**config.mk**
```make
export PLATFORM = sky130hd
export DESIGN_NAME = indexed_doubly_linked_list
export DESIGN_NICKNAME = d
export VERILOG_FILES = /design/src/rtl/core/idll_pkg.sv /design/src/rtl/core/idll_link_mem.sv /design/src/rtl/core/indexed_doubly_linked_list.sv
export SDC_FILE = /design/constraint.sdc
export NUM_CORES = 1
export LEC_CHECK = 0
export BUFFER_PORTS_ARGS = -buffer_cell sky130_fd_sc_hd__clkbuf_2
export CORE_AREA = 2 2 258 260
export CTS_CLUSTER_DIAMETER = 120
export DETAILED_ROUTE_END_ITERATION = 7
export DIE_AREA = 0 0 260 262
export PLACE_DENSITY = 0.83
export SLEW_MARGIN = 20
export SYNTH_ARGS = -nofsm -noshare
export SYNTH_HDL_FRONTEND = slang
export SYNTH_SLANG_ARGS = --single-unit
```
**constraint.sdc**
```tcl
create_clock -name clk -period 5 [get_ports clk]
set_clock_uncertainty 0.1 [all_clocks]
set_input_delay 0.25 -clock clk [delete_from_list [all_inputs] [get_ports clk]]
set_output_delay 0.25 -clock clk [all_outputs]
set_load 0.05 [all_outputs]
```
**src/rtl/core/idll_pkg.sv**
```systemverilog
`default_nettype none

package idll_pkg;

  // Default table depth, and the fixed widths of the item fields.
  localparam int ENTRIES_DEF = 64;
  localparam int ID_W        = 6;
  localparam int OP_W        = 2;
  localparam int ST_W        = 3;

  localparam logic [OP_W-1:0] OP_INSERT = 2'd0;
  localparam logic [OP_W-1:0] OP_REMOVE = 2'd1;
  localparam logic [OP_W-1:0] OP_WALK   = 2'd2;
  localparam logic [OP_W-1:0] OP_UNUSED = 2'd3;

  localparam logic [ST_W-1:0] ST_OK     = 3'd0;
  localparam logic [ST_W-1:0] ST_ABSENT = 3'd1;
  localparam logic [ST_W-1:0] ST_FULL   = 3'd2;
  localparam logic [ST_W-1:0] ST_RANGE  = 3'd3;
  localparam logic [ST_W-1:0] ST_EMPTY  = 3'd4;

  typedef struct packed {
    logic [OP_W-1:0] opcode;
    logic [ID_W-1:0] anchor_id;
    logic            side;
    logic [ID_W-1:0] remove_id;
  } in_item_t;

  typedef struct packed {
    logic [ID_W-1:0] entry_id;
    logic [ST_W-1:0] status;
    logic            last;
  } out_item_t;

endpackage

`default_nettype wire

```
**src/rtl/core/idll_link_mem.sv**
```systemverilog
`default_nettype none

module idll_link_mem #(
  parameter int DEPTH = 64,
  parameter int AW    = 6
) (
  input  wire logic          clk,
  input  wire logic          rst,
  input  wire logic          rd_en,
  input  wire logic [AW-1:0] rd_addr,
  output logic      [AW-1:0] rd_data,
  input  wire logic          wr_en,
  input  wire logic [AW-1:0] wr_addr,
  input  wire logic [AW-1:0] wr_data
);

  logic [AW-1:0] mem [DEPTH];
  logic [AW-1:0] q;
  // Entries 0 and 1 keep their reset links until first written; the head and
  // entry 1 point at each other, so a fresh read gives 1 for the head and 0
  // for entry 1.
  logic [1:0]    fresh;
  logic          q_fresh;
  logic          q_head;

  always_ff @(posedge clk) begin
    if (wr_en) begin
      mem[wr_addr] <= wr_data;
    end
    if (rd_en) begin
      q      <= mem[rd_addr];
      q_head <= (rd_addr == '0);
    end
  end

  always_ff @(posedge clk) begin
    if (rst) begin
      fresh   <= 2'b11;
      q_fresh <= 1'b0;
    end else begin
      if (wr_en && (wr_addr < AW'(2))) begin
        fresh[wr_addr[0]] <= 1'b0;
      end
      if (rd_en) begin
        q_fresh <= (rd_addr < AW'(2)) && fresh[rd_addr[0]];
      end
    end
  end

  assign rd_data = q_fresh ? (q_head ? AW'(1) : '0) : q;

endmodule

`default_nettype wire

```
**src/rtl/core/indexed_doubly_linked_list.sv**
```systemverilog
`default_nettype none

// Ordered list of numbered entries kept in two link tables (left and right),
// threaded as a circle through entry 0, the head. After reset the list holds
// only entry 1 and the next number to hand out is 2.
// Input channel: in_valid / in_stall / in_data. An insert transaction links the
// next number beside an anchor entry, a remove transaction marks an entry as
// removed, and a walk transaction lists every unremoved entry from head to
// tail. Output channel: out_valid / out_stall / out_data, one transaction per
// result, with last set on the final result of each input transaction.
// The block works on one input transaction at a time. A remove, an error reply
// or an unused opcode is done on acceptance; an insert makes one link read and
// two writes, bounded by the single write port of each link memory; a walk
// reads one linked entry at a time, paced by the read latency of the right
// link and mark memories, and each removed entry ahead of its first result
// delays that result.
// A result sits in the output register until it is taken; while the receiver
// stalls, a walk pauses when it has a result to emit, and new input is held off.
// Reset is synchronous; no memory sweep is needed.
module indexed_doubly_linked_list #(
  parameter int ENTRIES = idll_pkg::ENTRIES_DEF
) (
  input  wire logic                clk,
  input  wire logic                rst,
  input  wire logic                in_valid,
  output logic                     in_stall,
  input  wire idll_pkg::in_item_t  in_data,
  output logic                     out_valid,
  input  wire logic                out_stall,
  output idll_pkg::out_item_t      out_data
);

  import idll_pkg::*;

  // Entry numbers must fit the 6-bit fields, so the table stops at 64.
  localparam int CAP = (ENTRIES < 64) ? ENTRIES : 64;
  localparam int IW  = $clog2(CAP);
  localparam int XW  = ID_W + 1;
  localparam logic [XW-1:0] CAP_X = XW'(CAP);

  localparam logic [2:0] S_IDLE     = 3'd0;
  localparam logic [2:0] S_INS_RD   = 3'd1;
  localparam logic [2:0] S_INS_WR   = 3'd2;
  localparam logic [2:0] S_WALK     = 3'd3;
  localparam logic [2:0] S_WALK_END = 3'd4;

  logic [2:0]    state, state_next;
  logic [IW:0]   next_entry;
  logic          side_q;
  logic [IW-1:0] anchor_q;
  logic [IW-1:0] nb_q, nb_next;
  logic [IW-1:0] pend_id, pend_id_next;
  logic          have_pend, have_pend_next;
  logic [IW-1:0] walk_id, walk_id_next;

  logic          accept;
  logic          can_emit;
  logic          emit;
  out_item_t     emit_data;
  logic          bump_entry;

  // Link memory ports. The near table is the one on the insert side.
  logic          lm_rd_en, rm_rd_en;
  logic [IW-1:0] lm_rd_addr, rm_rd_addr;
  logic [IW-1:0] lm_q, rm_q;
  logic          w_en;
  logic [IW-1:0] wa_near, wd_near, wa_far, wd_far;

  // Removed marks live in their own memory. An entry's mark is cleared when
  // it is inserted, before anything links to it, so only entry 1 needs a
  // fresh flag; the head's mark is never read.
  logic          mk_mem [CAP];
  logic          mk_rd_en;
  logic [IW-1:0] mk_rd_addr;
  logic          mk_q;
  logic          mk_fresh;
  logic          mk_q_fresh;
  logic          mk_removed;
  logic          mk_wr_en;
  logic [IW-1:0] mk_wr_addr;
  logic          mk_wr_data;
  logic          walk_skip;

  logic [XW-1:0] anchor_x, rid_x, next_x;
  logic [IW-1:0] k;
  logic [IW-1:0] cur;

  assign accept   = in_valid && !in_stall;
  assign in_stall = (state != S_IDLE) || (out_valid && out_stall);
  assign can_emit = !out_valid || !out_stall;

  assign anchor_x = XW'(in_data.anchor_id);
  assign rid_x    = XW'(in_data.remove_id);
  assign next_x   = XW'(next_entry);
  assign k        = next_entry[IW-1:0];
  assign cur      = rm_q;

  // During a walk, walk_id is the entry whose right link (cur) and removed
  // mark have just come back from the memories. The head is never listed.
  assign mk_removed = mk_q && !mk_q_fresh;
  assign walk_skip  = (walk_id == '0) ? 1'b1 : mk_removed;

  always_comb begin
    state_next     = state;
    nb_next        = nb_q;
    pend_id_next   = pend_id;
    have_pend_next = have_pend;
    walk_id_next   = walk_id;
    emit           = 1'b0;
    emit_data      = '{entry_id: '0, status: ST_OK, last: 1'b1};
    bump_entry     = 1'b0;
    lm_rd_en       = 1'b0;
    rm_rd_en       = 1'b0;
    lm_rd_addr     = in_data.anchor_id[IW-1:0];
    rm_rd_addr     = in_data.anchor_id[IW-1:0];
    mk_rd_en       = 1'b0;
    mk_rd_addr     = cur;
    mk_wr_en       = 1'b0;
    mk_wr_addr     = k;
    mk_wr_data     = 1'b0;
    w_en           = 1'b0;
    wa_near        = k;
    wd_near        = k;
    wa_far         = k;
    wd_far         = k;

    case (state)
      S_IDLE: begin
        if (accept) begin
          case (in_data.opcode)
            OP_INSERT: begin
              if (anchor_x >= CAP_X) begin
                emit             = 1'b1;
                emit_data.status = ST_RANGE;
              end else if (anchor_x >= next_x) begin
                emit             = 1'b1;
                emit_data.status = ST_ABSENT;
              end else if (next_x >= CAP_X) begin
                emit             = 1'b1;
                emit_data.status = ST_FULL;
              end else begin
                // Fetch the anchor's neighbor on the insert side.
                lm_rd_en   = !in_data.side;
                rm_rd_en   = in_data.side;
                state_next = S_INS_RD;
              end
            end
            OP_REMOVE: begin
              if ((rid_x == '0) || (rid_x >= CAP_X)) begin
                emit             = 1'b1;
                emit_data.status = ST_RANGE;
              end else if (rid_x >= next_x) begin
                emit             = 1'b1;
                emit_data.status = ST_ABSENT;
              end else begin
                mk_wr_en           = 1'b1;
                mk_wr_addr         = in_data.remove_id[IW-1:0];
                mk_wr_data         = 1'b1;
                emit               = 1'b1;
                emit_data.entry_id = in_data.remove_id;
              end
            end
            OP_WALK: begin
              rm_rd_en       = 1'b1;
              rm_rd_addr     = '0;
              walk_id_next   = '0;
              have_pend_next = 1'b0;
              state_next     = S_WALK;
            end
            default: begin
            end
          endcase
        end
      end

      S_INS_RD: begin
        // The new entry points at the neighbor (near side) and the anchor,
        // and starts out unremoved.
        nb_next    = side_q ? rm_q : lm_q;
        w_en       = 1'b1;
        wa_near    = k;
        wd_near    = nb_next;
        wa_far     = k;
        wd_far     = anchor_q;
        mk_wr_en   = 1'b1;
        mk_wr_addr = k;
        mk_wr_data = 1'b0;
        state_next = S_INS_WR;
      end

      S_INS_WR: begin
        // The anchor and the neighbor now point at the new entry.
        w_en               = 1'b1;
        wa_near            = anchor_q;
        wd_near            = k;
        wa_far             = nb_q;
        wd_far             = k;
        emit               = 1'b1;
        emit_data.entry_id = ID_W'(k);
        bump_entry         = 1'b1;
        state_next         = S_IDLE;
      end

      S_WALK: begin
        // One result is held back so that the final one can carry last.
        // The walk waits only when a listed entry meets a full output.
        if (walk_skip || !have_pend || can_emit) begin
          if (!walk_skip) begin
            if (have_pend) begin
              emit               = 1'b1;
              emit_data.entry_id = ID_W'(pend_id);
              emit_data.last     = 1'b0;
            end
            pend_id_next   = walk_id;
            have_pend_next = 1'b1;
          end
          if (cur == '0) begin
            state_next = S_WALK_END;
          end else begin
            rm_rd_en     = 1'b1;
            rm_rd_addr   = cur;
            mk_rd_en     = 1'b1;
            mk_rd_addr   = cur;
            walk_id_next = cur;
          end
        end
      end

      S_WALK_END: begin
        if (can_emit) begin
          emit = 1'b1;
          if (have_pend) begin
            emit_data.entry_id = ID_W'(pend_id);
          end else begin
            emit_data.status = ST_EMPTY;
          end
          state_next = S_IDLE;
        end
      end

      default: begin
        state_next = S_IDLE;
      end
    endcase
  end

  always_ff @(posedge clk) begin
    if (rst) begin
      state      <= S_IDLE;
      next_entry <= (IW + 1)'(2);
      have_pend  <= 1'b0;
      out_valid  <= 1'b0;
      mk_fresh   <= 1'b1;
      mk_q_fresh <= 1'b0;
    end else begin
      state     <= state_next;
      have_pend <= have_pend_next;
      if (bump_entry) begin
        next_entry <= next_entry + 1'b1;
      end
      if (mk_wr_en && (mk_wr_addr == IW'(1))) begin
        mk_fresh <= 1'b0;
      end
      if (mk_rd_en) begin
        mk_q_fresh <= (mk_rd_addr == IW'(1)) && mk_fresh;
      end
      if (emit) begin
        out_valid <= 1'b1;
      end else if (!out_stall) begin
        out_valid <= 1'b0;
      end
    end
  end

  always_ff @(posedge clk) begin
    if (mk_wr_en) begin
      mk_mem[mk_wr_addr] <= mk_wr_data;
    end
    if (mk_rd_en) begin
      mk_q <= mk_mem[mk_rd_addr];
    end
  end

  always_ff @(posedge clk) begin
    if (accept) begin
      side_q   <= in_data.side;
      anchor_q <= in_data.anchor_id[IW-1:0];
    end
    nb_q    <= nb_next;
    pend_id <= pend_id_next;
    walk_id <= walk_id_next;
    if (emit) begin
      out_data <= emit_data;
    end
  end

  idll_link_mem #(
    .DEPTH (CAP),
    .AW    (IW)
  ) u_left (
    .clk     (clk),
    .rst     (rst),
    .rd_en   (lm_rd_en),
    .rd_addr (lm_rd_addr),
    .rd_data (lm_q),
    .wr_en   (w_en),
    .wr_addr (side_q ? wa_far : wa_near),
    .wr_data (side_q ? wd_far : wd_near)
  );

  idll_link_mem #(
    .DEPTH (CAP),
    .AW    (IW)
  ) u_right (
    .clk     (clk),
    .rst     (rst),
    .rd_en   (rm_rd_en),
    .rd_addr (rm_rd_addr),
    .rd_data (rm_q),
    .wr_en   (w_en),
    .wr_addr (side_q ? wa_near : wa_far),
    .wr_data (side_q ? wd_near : wd_far)
  );

`ifndef NO_ASSERTIONS
  // The output register must be free when a new result is loaded.
  assert property (@(posedge clk) disable iff (rst) emit |-> can_emit)
    else $error("result overwrote an untaken output transaction");

  // An insert relies on the output register having drained at acceptance.
  assert property (@(posedge clk) disable iff (rst) (state == S_INS_WR) |-> !out_valid)
    else $error("output register busy at insert completion");

  // A successful result never names the head.
  assert property (@(posedge clk) disable iff (rst)
    (out_valid && (out_data.status == ST_OK)) |-> (out_data.entry_id != '0))
    else $error("head entry reported as a list member");

  // Entry numbers are never handed out beyond the table.
  assert property (@(posedge clk) disable iff (rst) next_x <= CAP_X)
    else $error("next entry number ran past the table");
`endif

endmodule

`default_nettype wire

```
# Word level (Yosys, flattened, before mapping)
# Memory sizes are Yosys's and may differ from the RTL's. A register that Yosys moved wholly into a read port is not among the register bits.
# Index checks and enable logic that the tools add are counted.
# totals
output_inout_bits,12
mem_count,3
wordCells,211
in_bits,19
reg_bits,57
ramBits,832
# memory_table
memory,depth,width,rd,rd_clocked_by_memory_dff,wr,line,source
u_left.mem,64,6,1,1,1,idll_link_mem.sv:17,logic [AW-1:0] mem [DEPTH];
u_right.mem,64,6,1,1,1,idll_link_mem.sv:17,
mk_mem,64,1,1,1,1,indexed_doubly_linked_list.sv:72,logic mk_mem [CAP];
# op_classes
order_cmp,15
reduce_logical,37
n_addsub,1
n_eq_ne,20
n_mux,108
bitwise_logic,7
# ops
cell,count
2-to-1 mux 6 bit,30
2-to-1 mux 1 bit,49
zero test 6 bit,4
less-than comparator 6 x 2 -> 1 bit (second input constant),4
2-to-1 mux 3 bit,8
case mux 6 bit (2 select lines),2
case mux 6 bit (4 select lines),1
2-to-1 mux 9 bit,2
case mux 3 bit (2 select lines),3
greater-or-equal comparator 6 x 7 -> 1 bit,2
greater-or-equal comparator 6 x 7 -> 1 bit (second input constant),2
== test 6 x 1 -> 1 bit (second input constant),2
inequality test 2 bit (second input constant),6
case mux 3 bit (4 select lines),1
logical AND 1 bit,11
case mux 1 bit (2 select lines),5
AND reduction 5 bit,2
inequality test 3 bit (second input constant),3
less-than comparator 1 x 2 -> 1 bit (second input constant),4
2-to-1 mux 2 bit,4
AND reduction 8 bit,1
adder 7 x 1 -> 7 bit (second input constant),1
greater-or-equal comparator 7 bit (second input constant),1
zero test 7 bit,1
other kinds (22),39

# Longest topological paths before layout
# depth
ltp_word,10
ltp_mapped,15

# Hierarchy
# A second synthesis with hierarchy kept.
# unflattened
hier_cells,2099
area_unflattened_um2,37484.7
# by_module_without_submodules
mod,cells_per_inst,instances,area_each_um2,seq_area_each_um2
idll_link_mem (u_left),746,1,15655.0,11801.3
idll_link_mem (u_right),753,1,15519.9,11801.3
indexed_doubly_linked_list,600,1,6309.8,3283.1

# Least setup slack after synthesis
# No wires, ideal clock.
# synth_timing
path_type,reg2reg
from,reg state[2]
to,mem u_left.mem[0][0] (data pin)
setup_time_ps,702
path_buffers,2
path_slack_ps,264
path_stages_with_launch,7
t_arrival_ps,3934
synth_period_minus_slack_ps,4736
cell_sequence,dfxtp_1 buf_4 or3b_2 inv_1 clkbuf_1 o21ai_0 o21ai_0
# synth_via
elab_chain_cells,3
word_cells_on_any_way,4
classes_between,eq/ne (1); mux (3)
# synth_rtl
item,line,source
start: declaration,indexed_doubly_linked_list.sv:47,"logic [2:0] state, state_next;"
start signal: assignment,indexed_doubly_linked_list.sv:256,state <= state_next;
== test 3 x 1 -> 1 bit (*),indexed_doubly_linked_list.sv:127,case (state)
2-to-1 mux 6 bit,indexed_doubly_linked_list.sv:127,
2-to-1 mux 6 bit (*),indexed_doubly_linked_list.sv:308,.wr_data (side_q ? wd_far : wd_near)
net u_left.wr_data[0],idll_link_mem.sv:14,input wire logic [AW-1:0] wr_data
end: declaration,idll_link_mem.sv:17,
# The timed path passes the listed nets; every way through them passes the cells marked *.

# Worst setup path in the final report
# layout_timing
from,"reg u_right.q[3], read port of u_right.mem"
to,"reg u_right.q[1], read port of u_right.mem (data pin)"
# layout_via
elab_chain_cells,5
word_cells_on_any_way,8
classes_between,mux (7); reduce/logical (1)
# layout_rtl
item,line,source
start: declaration,idll_link_mem.sv:18,logic [AW-1:0] q;
2-to-1 mux 6 bit (*),idll_link_mem.sv:50,assign rd_data = q_fresh ? (q_head ? AW'(1) : '0) : q;
zero test 6 bit,indexed_doubly_linked_list.sv:217,if (cur == '0) begin
2-to-1 mux 6 bit / 2-to-1 mux 1 bit (equally long branches),indexed_doubly_linked_list.sv:217,
2-to-1 mux 6 bit / 2-to-1 mux 1 bit (equally long branches),indexed_doubly_linked_list.sv:207,if (walk_skip || !have_pend || can_emit) begin
case mux 6 bit (2 select lines) / case mux 1 bit (2 select lines) (equally long branches),indexed_doubly_linked_list.sv:127,
# Mark *: on every way between the ends. The rest lies on a longest branch, timed or not.
# A chain may end at the register's enable or synchronous reset.

==> flow_metrics.py <==
metrics = {
    "run_status": {
        "outcome": "finished clean",
    },
    "die": {
        "rows": 94,
        "core_area_sq_mm": 0.0653,
        "dieArea_sq_mm": 0.0681,
        "die_h_um": 262,
        "io_pins": 31,
        "start_util_pct": 56.8,
        "dieWidth_um": 260,
    },
    "global_routing": {
        "grt_pass1_wl_um": 132000,
        "grt_max_degree": 101,
        "track_usage_pct": 26.2,
        "grt_pass1_vias": 21203,
        "overflow": 0,
        "antenna_found_initial": 1,
    },
    "route": {
        "wl_per_cell_um": 27.3,
        "via_per_inst": 6.60,
        "drt_iter0_markers": 3196,
        "route.detailed.drc": 0,
        "final_antenna_net_count": 0,
        "vias": 21152,
        "firstDrtPassIters": 8,
        "drt-total-wl_um": 87600,
    },
    "synth": {
        "synthMuxAreaShare_pct": 12.8,
        "synth_area_sq_mm": 0.0371,
        "synth-simple-area-share_pct": 7.47,
        "synth_compound_area_share_pct": 4.67,
        "synth_seq_area_share_pct": 72.6,
        "synthXorXnorAreaFrac_pct": 0.118,
        "synthFlopType": "edfxtp_1",
        "async_reset_ff_share_pct": 0,
        "ys_ff_latch": 902,
        "syn_nets": 2234,
        "synth-warning-count": 0,
        "syn_inst": 2201,
        "syn_area_per_cell_sq_um": 16.8,
        "yosys.cell_types.count": 72,
        "synth_enable_flop_cells": 882,
        "synth_top_family_by_area": "multiplexers",
        "synth_fa_ha_area_share_pct": 0.473,
    },
    "setup_path": {
        "crit_arrival_ps": 4770,
        "start_kind": "flip-flop",
        "crit_required_ps": 5290,
        "cp-end-kind": "flip-flop",
        "crit_fanout": 55,
        "critPathKind": "flip-flop to flip-flop",
    },
    "pwr": {
        "leakage_nw": 13.8,
        "irDropWorstVdd_mv": 0.378,
        "p_per_area_mw_per_mm2": 384,
    },
    "final_layout": {
        "nets": 2306,
        "synthToLayoutAreaGrowth_pct": 11.8,
        "drive_gt1_share_pct": 17.3,
        "final_util_pct": 63.5,
        "seq_area_sq_mm": 0.0269,
        "multi_input_area_sq_mm": 0.00969,
        "nFillCells": 4171,
        "design_area_sq_mm": 0.0414,
    },
    "hold_path": {
        "hold_class": "primary input to flip-flop",
    },
    "timing": {
        "setup_viol": 0,
        "max_freq_ghz": 0.223,
        "min_period_over_period_pct": 89.5,
        "worstMarginPinSlew_ps": 1160,
        "hold_violations": 0,
        "rsz0062_at_grt": "no",
        "period_needed_ps": 4480,
        "setup_tns_ps": 0,
        "final-max-slew-violation-count": 0,
        "worst_slack_ps": 525,
        "relSlewSlack_pct": 22.2,
    },
    "clocking": {
        "clock-sinks": 902,
        "clk_latency_ps": 650,
        "cts-root-buf": "clkbuf_16",
        "post-cts-setup-buffer-count": 0,
        "path_clk_slew_ps": 60,
        "htree_num_levels": 3,
        "cts_resized": 0,
        "cts_buffers": 88,
        "cts_buffer_depth": 3,
        "cts_tree": "yes",
    },
    "place": {
        "routabilityCongestion": 0.959,
        "preCtsSetupSlack_ps": 627,
        "portBuffers": 30,
        "postPlaceCellArea_sq_mm": 0.0384,
        "dp_hpwl_um": 54700,
    },
    "job": {
        "cap_viol_max_count": 0,
    },
}
[power breakdown]
group,switching [W],internal [W],leakage (nW)
Combinational,0.000642,0.000345,3.92
Clock,0.00279,0.00377,1.39
Sequential,0.0000263,0.00832,8.44
Total,0.00346,0.0124,13.8
[kinds of logic after synthesis]
| group | Yosys count |
|---|---|
| compound gates | 235 |
| fa+ha+maj | 14 |
| simple gates | 651 |
| xor+xnor | 5 |
| buf+inv | 137 |
| flops | 902 |
| mux | 257 |
[worst max-delay path: stages, from the launching register on]
cell      delay, ps
edfxtp_1        640
nor4_1          510
o22ai_1         200
a21boi_2        240
o21ai_0         470
nand2_4         540
buf_4           410
buf_4           190
nand2_1          80
nand3_1          70
a32oi_1         400
nand2_1         100
o221a_1         230
[sequential cells by signal, summed over array words and instances, names as in the netlist, 7 cells and up]
register	flops
u_left.mem	384
u_right.mem	384
mk_mem	64
out_data	10
next_entry	7
[metrics by stage]
stage / total power (W) / hold WS [ps] / std cells
2_1_floorplan: 0.00914 / 249 / 2201
3_3_place_gp: 0.00942 / 340 / 3029
3_5_place_dp: 0.00946 / 342 / 3034
4_1_cts: 0.0159 / 0.00477 / 3202
5_1_grt: 0.0162 / 40.2 / 3203
6_report: 0.0159 / 56.9 / 3204
[per-layer routing]
metal / vias to the layer above / GRT usage [%] / part of all wire (%)
li1: 8835 / - / -
met1: 10659 / 33.6 / 36
met2: 1370 / 44.0 / 50
met3: 286 / 4.90 / 9.5
met4: 2 / 11.4 / 4.8
met5: - / 0.417 / 0.013
[area by class of cell]
cell class                      instances  area share [%]
Clock inverter                         43            1.22
Multi-Input combinational cell       1162            23.4
Sequential cell                       902            64.9
Inverter                               25           0.227
Timing Repair Buffer                   94            2.03
Antenna cell                            1         0.00604
Tap cell                              864            2.61
Clock buffer                          113            5.62
[cells in the mapped netlist, drive strengths merged, types with 9 or more instances]
cell type	count	area, sq um
a211oi	11	82.6
a21o	10	75.1
a21oi	30	150
a22oi	19	143
a311oi	12	105
a31o	9	78.8
a31oi	22	138
a32oi	15	131
and3	18	113
buf	61	408
clkbuf	51	191
dfxtp	20	400
edfxtp	882	26500
ha	14	175
inv	24	90.1
mux2	15	169
mux2i	76	761
mux4	166	3820
nand2	245	920
nand2b	19	119
nand3	58	290
nor2	255	962
nor2b	9	56.3
nor3	10	50.1
o21a	11	82.6
o21ai	29	145
o22ai	11	68.8
[cell usage in the layout (no fill, tap or decap), types with 12 or more instances in the layout]
cell type / instances
nor2_1: 253
mux2_2: 15
nand2b_1: 19
inv_1: 24
nand3_1: 58
nand2_1: 243
a22oi_1: 19
mux4_1: 23
mux4_2: 143
ha_1: 14
a311oi_1: 12
and3_1: 18
dlygate4sd3_1: 12
a21oi_1: 30
dfxtp_1: 20
mux2i_1: 75
clkinv_2: 15
clkbuf_2: 28
a32oi_1: 15
clkbuf_1: 23
clkbuf_16: 89
edfxtp_1: 882
buf_4: 43
o21ai_0: 24
[worst paths after layout]
check	start	to	slack, ps	depth (start not counted)
min reg2reg	walk_id[4]	pend_id[4]	360	0
min	in_data[1]	out_data[5]	60	3
max	u_right.q[3]	u_right.q[1]	520	12
max reg2reg	u_right.q[3]	u_right.q[1]	520	12
[timing repair]
action,CTS,global route
hold buffers,12,0
hold endpoints to repair,12,0
setup endpoints to repair,0,0
Note: power is estimated with default switching activity, not from simulation.
